### config.mk
export PLATFORM = sky130hd
export DESIGN_NAME = tga_rle_pixel_decoder
export DESIGN_NICKNAME = d
export VERILOG_FILES = /design/src/rtl/core/trle_pkg.sv /design/src/rtl/core/tga_rle_pixel_decoder.sv
export SDC_FILE = /design/constraint.sdc
export NUM_CORES = 1
export LEC_CHECK = 0
export ABC_AREA = 1
export BUFFER_PORTS_ARGS = -buffer_cell sky130_fd_sc_hd__buf_2
export CORE_ASPECT_RATIO = 0.7
export CORE_MARGIN = 5
export CORE_UTILIZATION = 50
export DETAILED_ROUTE_END_ITERATION = 16
export HOLD_SLACK_MARGIN = 0.06
export PLACE_DENSITY = 0.67
export SYNTH_ARGS = -nofsm -noshare
export SYNTH_HDL_FRONTEND = slang
export SYNTH_SLANG_ARGS = --single-unit
### constraint.sdc
create_clock -name clock -period 13.2 [get_ports clock]
set_input_delay 1.32 -clock clock [delete_from_list [all_inputs] [get_ports clock]]
set_output_delay 1.32 -clock clock [all_outputs]
set_load 0.02 [all_outputs]
### src/rtl/core/trle_pkg.sv
// ----------------------------------------------------------------------------
// trle_pkg
// Shared types and constants for the run-length pixel decoder.
// ----------------------------------------------------------------------------
package trle_pkg;

   localparam int unsigned ByteWidth      = 8;
   localparam int unsigned CsrIndexWidth  = 2;
   localparam int unsigned CsrDataWidth   = 16;
   localparam int unsigned DimWidth       = 16;
   localparam int unsigned PixelCntWidth  = 2 * DimWidth;
   localparam int unsigned RspDataWidth   = 40;

   typedef enum logic [CsrIndexWidth-1:0] {
      CSR_RLE_MODE        = 2'd0,
      CSR_BYTES_PER_PIXEL = 2'd1,
      CSR_IMAGE_WIDTH     = 2'd2,
      CSR_IMAGE_HEIGHT    = 2'd3
   } csr_index_type;

   typedef struct packed {
      logic [ByteWidth-1:0] repeat_count;
      logic [ByteWidth-1:0] alpha;
      logic [ByteWidth-1:0] blue;
      logic [ByteWidth-1:0] green;
      logic [ByteWidth-1:0] red;
      logic                 last_pixel;
   } pixel_type;

endpackage

### src/rtl/core/tga_rle_pixel_decoder.sv
// ----------------------------------------------------------------------------
// tga_rle_pixel_decoder
// Decodes raw or run-length packed pixel bytes into RGBA pixels with counts.
// ----------------------------------------------------------------------------
// Usage:
//   req_* : one pixel-data byte per beat (req_tdata[7:0]).
//   rsp_* : one decoded pixel per beat; tdata holds red, green, blue, alpha,
//           repeat_count from the low bits up; tlast marks the pixel that
//           completes the image. Packet bytes and partial pixels give no beat.
//   csr_* : register writes (index, data), always ready; write only while
//           no beat is in flight. A new width or height is used from the
//           next accepted byte on.
// Throughput: one byte per cycle while the result buffer is not full, set by the
//   single-pass decode between the input register and the result register.
// Path: a pixel's final byte is held in the input register and decoded into the result buffer, which drives rsp_.
// Reset: registers return to uncompressed, 4 bytes per pixel, 1x1 image;
//   the stream waits for the first byte of a new image.
// Stall: a two-entry result buffer absorbs a stalled receiver; req_tready
//   drops only while both entries are full and a byte waits to be decoded.
// ----------------------------------------------------------------------------
module tga_rle_pixel_decoder
   import trle_pkg::*;
(
   input  logic                      clock,
   input  logic                      reset,
   input  logic                      req_tvalid,
   output logic                      req_tready,
   input  logic [ByteWidth-1:0]      req_tdata,    // [7:0] data_byte
   output logic                      rsp_tvalid,
   input  logic                      rsp_tready,
   output logic [RspDataWidth-1:0]   rsp_tdata,    // red, green, blue, alpha, repeat_count
   output logic                      rsp_tlast,
   input  logic                      csr_valid,
   output logic                      csr_ready,
   input  logic [CsrIndexWidth-1:0]  csr_index,
   input  logic [CsrDataWidth-1:0]   csr_data
);

   // configuration
   logic                     rle_mode_ff;
   logic [2:0]               bpp_ff;
   logic [DimWidth-1:0]      width_ff, width_in;
   logic [DimWidth-1:0]      height_ff, height_in;
   logic [PixelCntWidth-1:0] total_ff;

   // input register
   logic                     in_valid_ff;
   logic [ByteWidth-1:0]     in_byte_ff;

   // stream state
   logic                     expect_ff, expect_in;
   logic                     is_run_ff, is_run_in;
   logic [6:0]               raw_left_ff, raw_left_in;
   logic [1:0]               pos_ff, pos_in;
   logic [23:0]              gathered_ff, gathered_in;
   logic [PixelCntWidth-1:0] done_ff, done_in;
   logic [ByteWidth-1:0]     run_len_ff, run_len_in;

   // result buffer
   logic                     main_valid_ff, skid_valid_ff;
   pixel_type                main_ff, skid_ff;

   logic                     fire, push, pop;
   logic                     packet_phase, gather, complete;
   logic [2:0]               bpp_eff;
   logic [2:0]               pos_next;
   logic [ByteWidth-1:0]     b0, b1, b2;
   logic [ByteWidth-1:0]     count_raw, count;
   logic [PixelCntWidth-1:0] remaining;
   logic                     last;
   pixel_type                result;

   assign csr_ready = 1'b1;

   always_ff @(posedge clock) begin
      if (reset) begin
         rle_mode_ff <= 1'b0;
         bpp_ff      <= 3'd4;
         width_ff    <= DimWidth'(1);
         height_ff   <= DimWidth'(1);
      end else if (csr_valid) begin
         case (csr_index_type'(csr_index))
            CSR_RLE_MODE:        rle_mode_ff <= csr_data[0];
            CSR_BYTES_PER_PIXEL: bpp_ff      <= csr_data[2:0];
            CSR_IMAGE_WIDTH:     width_ff    <= csr_data;
            CSR_IMAGE_HEIGHT:    height_ff   <= csr_data;
            default:             ;
         endcase
      end
   end

   assign width_in  = (csr_valid && (csr_index_type'(csr_index) == CSR_IMAGE_WIDTH))
                      ? csr_data : width_ff;
   assign height_in = (csr_valid && (csr_index_type'(csr_index) == CSR_IMAGE_HEIGHT))
                      ? csr_data : height_ff;

   always_ff @(posedge clock) begin
      if (reset) begin
         total_ff <= PixelCntWidth'(1);
      end else begin
         total_ff <= PixelCntWidth'(width_in) * PixelCntWidth'(height_in);
      end
   end

   // decode
   always_comb begin
      if (bpp_ff < 3'd3)      bpp_eff = 3'd2;
      else if (bpp_ff > 3'd4) bpp_eff = 3'd4;
      else                    bpp_eff = bpp_ff;
   end

   assign pos_next     = {1'b0, pos_ff} + 3'd1;
   assign packet_phase = rle_mode_ff && expect_ff;
   assign gather       = !packet_phase && (pos_next < bpp_eff);
   assign complete     = !packet_phase && !gather;

   assign b0 = gathered_ff[7:0];
   assign b1 = gathered_ff[15:8];
   assign b2 = gathered_ff[23:16];

   assign count_raw = (rle_mode_ff && is_run_ff) ? run_len_ff : ByteWidth'(1);
   assign remaining = (total_ff > done_ff) ? (total_ff - done_ff) : PixelCntWidth'(1);
   assign count     = ({{(PixelCntWidth-ByteWidth){1'b0}}, count_raw} > remaining)
                      ? remaining[ByteWidth-1:0] : count_raw;
   assign last      = ({{(PixelCntWidth-ByteWidth){1'b0}}, count} == remaining);

   always_comb begin
      case (bpp_eff)
         3'd4: begin
            result.red   = b2;
            result.green = b1;
            result.blue  = b0;
            result.alpha = in_byte_ff;
         end
         3'd3: begin
            result.red   = in_byte_ff;
            result.green = b1;
            result.blue  = b0;
            result.alpha = 8'hff;
         end
         default: begin   // 1-5-5-5
            result.red   = {in_byte_ff[6:2], 3'b000};
            result.green = {in_byte_ff[1:0], b0[7:5], 3'b000};
            result.blue  = {b0[4:0], 3'b000};
            result.alpha = {in_byte_ff[7], 7'b0};
         end
      endcase
      result.repeat_count = count;
      result.last_pixel   = last;
   end

   // handshake
   assign fire       = in_valid_ff && !skid_valid_ff;
   assign push       = fire && complete;
   assign pop        = main_valid_ff && rsp_tready;
   assign req_tready = !in_valid_ff || fire;

   always_ff @(posedge clock) begin
      if (reset) begin
         in_valid_ff <= 1'b0;
      end else if (req_tready) begin
         in_valid_ff <= req_tvalid;
      end
   end

   always_ff @(posedge clock) begin
      if (req_tready && req_tvalid) begin
         in_byte_ff <= req_tdata;
      end
   end

   // stream state update
   always_comb begin
      expect_in   = expect_ff;
      is_run_in   = is_run_ff;
      raw_left_in = raw_left_ff;
      pos_in      = pos_ff;
      gathered_in = gathered_ff;
      done_in     = done_ff;
      run_len_in  = run_len_ff;
      if (packet_phase) begin
         is_run_in   = in_byte_ff[7];
         run_len_in  = in_byte_ff[7] ? ({1'b0, in_byte_ff[6:0]} + 8'd1) : 8'd1;
         raw_left_in = in_byte_ff[7] ? 7'd0 : in_byte_ff[6:0];
         expect_in   = 1'b0;
         pos_in      = 2'd0;
         gathered_in = 24'd0;
      end else if (gather) begin
         case (pos_ff)
            2'd0:    gathered_in[7:0]   = in_byte_ff;
            2'd1:    gathered_in[15:8]  = in_byte_ff;
            default: gathered_in[23:16] = in_byte_ff;
         endcase
         pos_in = pos_next[1:0];
      end else begin
         pos_in      = 2'd0;
         gathered_in = 24'd0;
         if (last) begin
            expect_in   = 1'b1;
            is_run_in   = 1'b0;
            raw_left_in = 7'd0;
            done_in     = '0;
            run_len_in  = 8'd1;
         end else begin
            done_in = done_ff + {{(PixelCntWidth-ByteWidth){1'b0}}, count};
            if (rle_mode_ff) begin
               if (is_run_ff || raw_left_ff == 7'd0) begin
                  expect_in   = 1'b1;
                  raw_left_in = 7'd0;
               end else begin
                  raw_left_in = raw_left_ff - 7'd1;
               end
            end
         end
      end
   end

   always_ff @(posedge clock) begin
      if (reset) begin
         expect_ff   <= 1'b1;
         is_run_ff   <= 1'b0;
         raw_left_ff <= 7'd0;
         pos_ff      <= 2'd0;
         gathered_ff <= 24'd0;
         done_ff     <= '0;
         run_len_ff  <= 8'd1;
      end else if (fire) begin
         expect_ff   <= expect_in;
         is_run_ff   <= is_run_in;
         raw_left_ff <= raw_left_in;
         pos_ff      <= pos_in;
         gathered_ff <= gathered_in;
         done_ff     <= done_in;
         run_len_ff  <= run_len_in;
      end
   end

   // two-entry result buffer
   always_ff @(posedge clock) begin
      if (reset) begin
         main_valid_ff <= 1'b0;
         skid_valid_ff <= 1'b0;
      end else if (pop && push) begin
         main_valid_ff <= 1'b1;
      end else if (pop) begin
         main_valid_ff <= skid_valid_ff;
         skid_valid_ff <= 1'b0;
      end else if (push) begin
         if (main_valid_ff) skid_valid_ff <= 1'b1;
         else               main_valid_ff <= 1'b1;
      end
   end

   always_ff @(posedge clock) begin
      if (pop && push) begin
         main_ff <= result;
      end else if (pop) begin
         main_ff <= skid_ff;
      end else if (push) begin
         if (main_valid_ff) skid_ff <= result;
         else               main_ff <= result;
      end
   end

   assign rsp_tvalid = main_valid_ff;
   assign rsp_tdata  = {main_ff.repeat_count, main_ff.alpha, main_ff.blue,
                        main_ff.green, main_ff.red};
   assign rsp_tlast  = main_ff.last_pixel;

`ifndef ASSERT_OFF
   a_skid_needs_main: assert property (@(posedge clock) disable iff (reset)
      skid_valid_ff |-> main_valid_ff)
      else $error("skid entry held without main entry");

   a_packet_no_result: assert property (@(posedge clock) disable iff (reset)
      (fire && packet_phase) |=> $stable(main_valid_ff) || $fell(main_valid_ff)
                                 || $past(pop))
      else $error("packet byte produced a result");

   a_count_nonzero: assert property (@(posedge clock) disable iff (reset)
      push |-> (count != 8'd0))
      else $error("zero repeat count pushed");

   a_last_clears: assert property (@(posedge clock) disable iff (reset)
      (push && last) |=> (done_ff == '0) && (pos_ff == 2'd0) && expect_ff)
      else $error("stream state not cleared after last pixel");

   a_full_stalls: assert property (@(posedge clock) disable iff (reset)
      (in_valid_ff && skid_valid_ff) |-> !req_tready)
      else $error("input taken while result buffer full");
`endif

endmodule
==> results of run 1 <==
-- final cells by class --
cell class              instances  area [µm²]  area share
clock inverters                11       170.2    0.007386
well taps                     552       690.7     0.02998
repair buffers                100       568.0     0.02466
clock buffers                  33       655.6     0.02846
inverters                     583        2188     0.09499
flip-flops and latches        236        5625      0.2442
multi-input cells            1951       13140      0.5703
-- path summary, 6_finish.rpt --
kind | slack, ps | from | depth (start not counted) | endpoint
worst max-delay path | 4320 | csr_valid | 36 | total_ff[29]
worst min-delay path | 460 | gathered_ff[10] | 2 | gathered_ff[10]
worst max register to register | 4470 | done_ff[6] | 39 | done_ff[28]
worst min register to register | 460 | gathered_ff[10] | 2 | gathered_ff[10]
-- worst min-delay path, stage by stage, from the launching register on --
cell and delay, ps:
dfxtp_1 310, nand2_1 60, a21oi_1 50
-- state kept, by name, indices dropped and copies added, names as in the netlist, 2 cells and up --
name / cells
bpp_ff: 3
rsp_tdata: 40
raw_left_ff: 7
total_ff: 32
in_byte_ff: 8
gathered_ff: 24
pos_ff: 2
run_len_ff: 8
width_ff: 16
skid_ff: 41
height_ff: 16
done_ff: 32
-- per-stage QoR --
stage	util	instances	hold WS, ps	total power (µW)	setup slack, ps
floorplan	-	2833	428.7	2001	5397
global placement	0.5267	3422	438.8	2395	4083
detailed placement	0.5267	3422	444.9	2423	4017
CTS	0.5463	3466	461.4	3162	4561
global route	0.5463	3466	478.0	3457	3734
finish	0.5463	3466	462.1	3197	4324
-- layer usage --
layer  track usage  vias up  wire, µm
met5       0.01132        -        69
met4       0.02697        2       554
met3        0.1011       55      8019
met2        0.3383      749     22220
met1        0.4190     8673     30080
li1              -     8825         -
-- synth_stat cells (2+ instances only) --
library cell / n
a211oi_1: 3
a211oi_2: 4
a21boi_0: 3
a21o_1: 6
a21oi_1: 130
a31oi_1: 8
and2_1: 3
buf_1: 2
buf_2: 2
buf_4: 2
buf_6: 5
clkbuf_1: 52
clkinv_1: 10
dfxtp_1: 146
edfxtp_1: 90
fa_1: 196
ha_1: 164
inv_1: 569
inv_2: 4
mux2i_1: 7
nand2_1: 771
nand2_2: 5
nand2_4: 2
nand3_1: 68
nand3_2: 11
nand3b_1: 5
nand4_1: 14
nor2_1: 307
nor2_2: 6
nor3_1: 28
nor3_2: 7
nor4_1: 9
o211ai_1: 3
o21a_1: 6
o21ai_0: 96
o21ai_1: 20
o221ai_1: 6
or2_2: 16
xnor2_1: 10
xor2_1: 23
-- power by group --
part | internal [µW] | switching, µW
sequential | 801 | 23.1
clock | 429 | 299
combinational | 513 | 1130
total | 1740 | 1450
-- kinds of logic (layout without fill, tap and decap cells) --
| kind of cell | count (synthesis) | count (layout) | share of synthesized area |
|---|---|---|---|
| AOI/OAI and AO/OA | 293 | 293 | 0.07592 |
| xor gates and xnor gates | 33 | 33 | 0.01363 |
| adders and majority gates | 360 | 360 | 0.2817 |
| buffers and inverters | 646 | 727 | 0.1166 |
| DFF | 236 | 236 | 0.2652 |
| muxes | 7 | 7 | 0.003304 |
| other | 1 | 1 | 0.0001768 |
| and+or+nand+nor | 1257 | 1257 | 0.2435 |
==> flow_metrics.env, run 1 <==
export IMPL_ys_seq_area_frac=0.2652
export IMPL_first_global_vias=17547
export IMPL_dp_hpwl_um=49700
export IMPL_ios=75
export IMPL_cp_arrival_ps=9340
export IMPL_slew_viol_final=0
export IMPL_most_common_layout_cells="771 x nand2_1, 569 x inv_1, 305 x nor2_1"
export IMPL_syn_to_final_growth_pct=8.613
export IMPL_drc=0
export IMPL_design_area_um2=23040
export IMPL_die_area_um2=46700
export IMPL_place_area_um2=22210
export IMPL_htree_levels=1
export IMPL_max_slew_margin=0.3030
export IMPL_drive_gt1_frac=0.06795
export IMPL_clk_pin_slew_ps=60
export IMPL_cts_root_buf="clkbuf_16"
export IMPL_clock_fmax_mhz=112.7
export IMPL_syn_avg_cell_area_um2=7.487
export IMPL_clock_latency_ps=560
export IMPL_status="completed"
export IMPL_die_y_um=182.3
export IMPL_ctsResizeCount=0
export IMPL_critPathCaptureType="register"
export IMPL_drtAntennaViolNets=0
export IMPL_routed_wl_um=60950
export IMPL_firstDrtPassIters=6
export IMPL_grt_overflow_total=0
export IMPL_grt_pass1_wl_um=97630
export IMPL_gp_congestion=0.9788
export IMPL_vias=18304
export IMPL_rsz0062_at_grt="no"
export IMPL_clock_sinks=236
export IMPL_fin_crit_sh=0.6724
export IMPL_setup_viol=0
export IMPL_synth_top_cell_by_area="fa_1"
export IMPL_antenna_found_initial=2
export IMPL_ys_flop_type="dfxtp_1"
export IMPL_finalSetupTns_ps=0
export IMPL_synth_cell_types=54
export IMPL_critPathTopFamily="adder cells"
export IMPL_crit_top_cell="nand2_1"
export IMPL_crit_path_start_kind="primary input"
export IMPL_power_density_nw_per_um2=138.8
export IMPL_cts_hold_buf=0
export IMPL_clock_skew_ps=34.16
export IMPL_std_cell_rows=63
export IMPL_via_per_inst=5.281
export IMPL_synth_cell_area_um2=21210
export IMPL_final_nets=3288
export IMPL_start_util=0.5030
export IMPL_diodes=0
export IMPL_syn_inst=2833
export IMPL_maxCapViolCount=0
export IMPL_final_common_cell="nand2_1"
export IMPL_port_buffers=73
export IMPL_peakVddDrop_v=0.0001150
export IMPL_clk_path_buf_depth=3
export IMPL_hold_path_class="reg -> reg"
export IMPL_worst_pin_slew_ps=1035
export IMPL_ys_warn_count=0
export IMPL_synth_top_area_frac=0.1850
export IMPL_period_minus_slack_ps=8876
export IMPL_crit_fanout=17
export IMPL_yosys_top_cells_area="fa_1 18%, dfxtp_1 14%, nand2_1 14%"
export IMPL_gr_usage_all_layers=0.2616
export IMPL_drtIter0Drc=1802
export IMPL_post_cts_buffers=0
export IMPL_cts_buffers=25
export IMPL_cp_slowest_cell="o21ai_0"
export IMPL_synth_nets=3224
export IMPL_slowest_delay_ps=850
export IMPL_core_um2=42170
export IMPL_synth_edf_count=90
export IMPL_hold_viol=0
export IMPL_critPathKind="in -> reg"
export IMPL_die_w_um=256.2
export IMPL_nFillCells=3978
export IMPL_power_leakage_uw=0.01160
export IMPL_cts_tree="done"
export IMPL_cp_required_ps=13670
export IMPL_wl_per_cell_um=17.58
export IMPL_grt_max_degree=80
export IMPL_ys_seq_elements=236
export IMPL_path_buf_inv=9
export IMPL_async_flop_share=0
No activity file was read; power rests on OpenSTA's default activity.
==> run 2: changes to the inputs <==
==> constraint.sdc (replaced) <==
create_clock -name clock -period 8.8 [get_ports clock]
set_input_delay 0.88 -clock clock [delete_from_list [all_inputs] [get_ports clock]]
set_output_delay 0.88 -clock clock [all_outputs]
set_load 0.02 [all_outputs]
==> run 2 against run 1 <==
Flip-flop and latch count stayed put. Non-clock buffer count rose by 23. Utilization rose by 0.49 points. Routed wire length shrank 0.38%. Die area is the same. Clock power is 54% higher. Final cell count up 0.66%. Setup slack lost 3500 ps. Clock-buffer cell count shrank 4. Critical path type is now reg -> reg. Register-to-register slack got worse by 3600 ps.
==> flow_metrics.env, run 2 (synthesized netlist as in run 1, its figures left out) <==
export IMPL_multiInputGateArea_um2=13140
export IMPL_diodes=0
export IMPL_drtAntennaViolNets=0
export IMPL_crit_path_start_kind="register"
export IMPL_fin_crit_sh=0.9051
export IMPL_dp_hpwl_um=50260
export IMPL_regMostFlops="skid_ff"
export IMPL_p_total_uw=4828
export IMPL_via_per_inst=5.206
export IMPL_final_nets=3310
export IMPL_peakVddDrop_v=0.0001394
export IMPL_finalSetupTns_ps=0
export IMPL_gp_congestion=0.9814
export IMPL_firstDrtPassIters=7
export IMPL_start_util=0.5030
export IMPL_ios=75
export IMPL_post_cts_buffers=0
export IMPL_grt_max_degree=61
export IMPL_status="completed"
export IMPL_gr_usage_all_layers=0.2609
export IMPL_antenna_found_initial=0
export IMPL_clock_sinks=236
export IMPL_htree_levels=1
export IMPL_cp_slowest_cell="o21ai_0"
export IMPL_critPathCaptureType="register"
export IMPL_largest_reg_flops=41
export IMPL_cp_required_ps=9260
export IMPL_syn_to_final_growth_pct=9.580
export IMPL_utilization=0.5511
export IMPL_port_buffers=73
export IMPL_crit_top_cell="nand2_1"
export IMPL_grt_pass1_wl_um=97130
export IMPL_most_common_layout_cells="771 x nand2_1, 568 x inv_1, 305 x nor2_1"
export IMPL_regArea_um2=5625
export IMPL_cts_hold_buf=0
export IMPL_worst_pin_slew_ps=929.3
export IMPL_period_minus_slack_ps=7965
export IMPL_setup_viol=0
export IMPL_die_w_um=256.2
export IMPL_slew_viol_final=0
export IMPL_power_density_nw_per_um2=207.7
export IMPL_nFillCells=3960
export IMPL_grt_overflow_total=0
export IMPL_die_y_um=182.3
export IMPL_vias=18164
export IMPL_routed_wl_um=60720
export IMPL_ctsResizeCount=0
export IMPL_drc=0
export IMPL_wl_per_cell_um=17.40
export IMPL_slowest_delay_ps=510
export IMPL_maxCapViolCount=0
export IMPL_crit_fanout=21
export IMPL_clk_path_buf_depth=3
export IMPL_clk_pin_slew_ps=70
export IMPL_hold_path_class="reg -> reg"
export IMPL_clock_fmax_mhz=125.6
export IMPL_drive_gt1_frac=0.07661
export IMPL_cts_buffers=24
export IMPL_die_area_um2=46700
export IMPL_cts_tree="done"
export IMPL_cts_root_buf="clkbuf_16"
export IMPL_final_common_cell="nand2_1"
export IMPL_max_slew_margin=0.3805
export IMPL_clock_latency_ps=550
export IMPL_critPathKind="reg -> reg"
export IMPL_drtIter0Drc=1920
export IMPL_std_cell_rows=63
export IMPL_cp_arrival_ps=8430
export IMPL_power_leakage_uw=0.01172
export IMPL_first_global_vias=17314
export IMPL_design_area_um2=23240
export IMPL_hold_viol=0
export IMPL_rsz0062_at_grt="no"
export IMPL_core_um2=42170
export IMPL_place_area_um2=22400
export IMPL_clock_skew_ps=20.11
run 2: cell count changes in the layout (fill, tap and decap cells not counted), sizes merged:
cell	before	now
clkinvlp	0	2
bufinv	4	5
inv	574	572
buf	100	123
clkinv	16	19
clkbuf	33	29
run 2: report_power, final:
group	internal, µW	total (µW)	switching, µW
clock network	666	1120	454
logic	780	2470	1690
registers	1200	1240	37.5
total	2650	4830	2180
run 2: critical path: cells and delay by family (launching register included):
kind	cells	cell delay, ps
flops	1	360
fa+ha+maj	4	1410
buf+inv	4	370
compound gates	10	1970
simple gates	21	3750
run 2: metal layers:
layer  share of wire  up-vias  track usage
met4           0.014        2      0.03948
met5         0.00079        -     0.008230
li1                -     8859            -
met1            0.51     8524       0.4333
met3            0.11       52      0.07109
met2            0.36      727       0.3362
run 2: metrics by stage:
step | std cells | hold WS [ps] | setup slack (ps)
floorplan | 2833 | 428.7 | 1437
global placement | 3445 | 438.4 | 673.6
detailed placement | 3445 | 442.3 | 558.4
CTS | 3489 | 459.1 | 1001
global route | 3489 | 470.1 | 179.3
finish | 3489 | 457.4 | 835.3
run 2: worst paths after layout:
path                            depth (start not counted)  startpoint           to  slack, ps
worst min-delay path                                    2   expect_ff    expect_ff        460
worst max register to register                         39  done_ff[6]  done_ff[28]        840
worst max-delay path                                   39  done_ff[6]  done_ff[28]        840
worst min register to register                          2   expect_ff    expect_ff        460
run 2: layout make-up:
cell class                 instances  area share
clock buffer                      29     0.02756
clock inverter                    15    0.008829
inverter                         583     0.09415
multi-input combinational       1951      0.5653
sequential                       236      0.2420
tap                              552     0.02972
timing repair buffer             123     0.03241
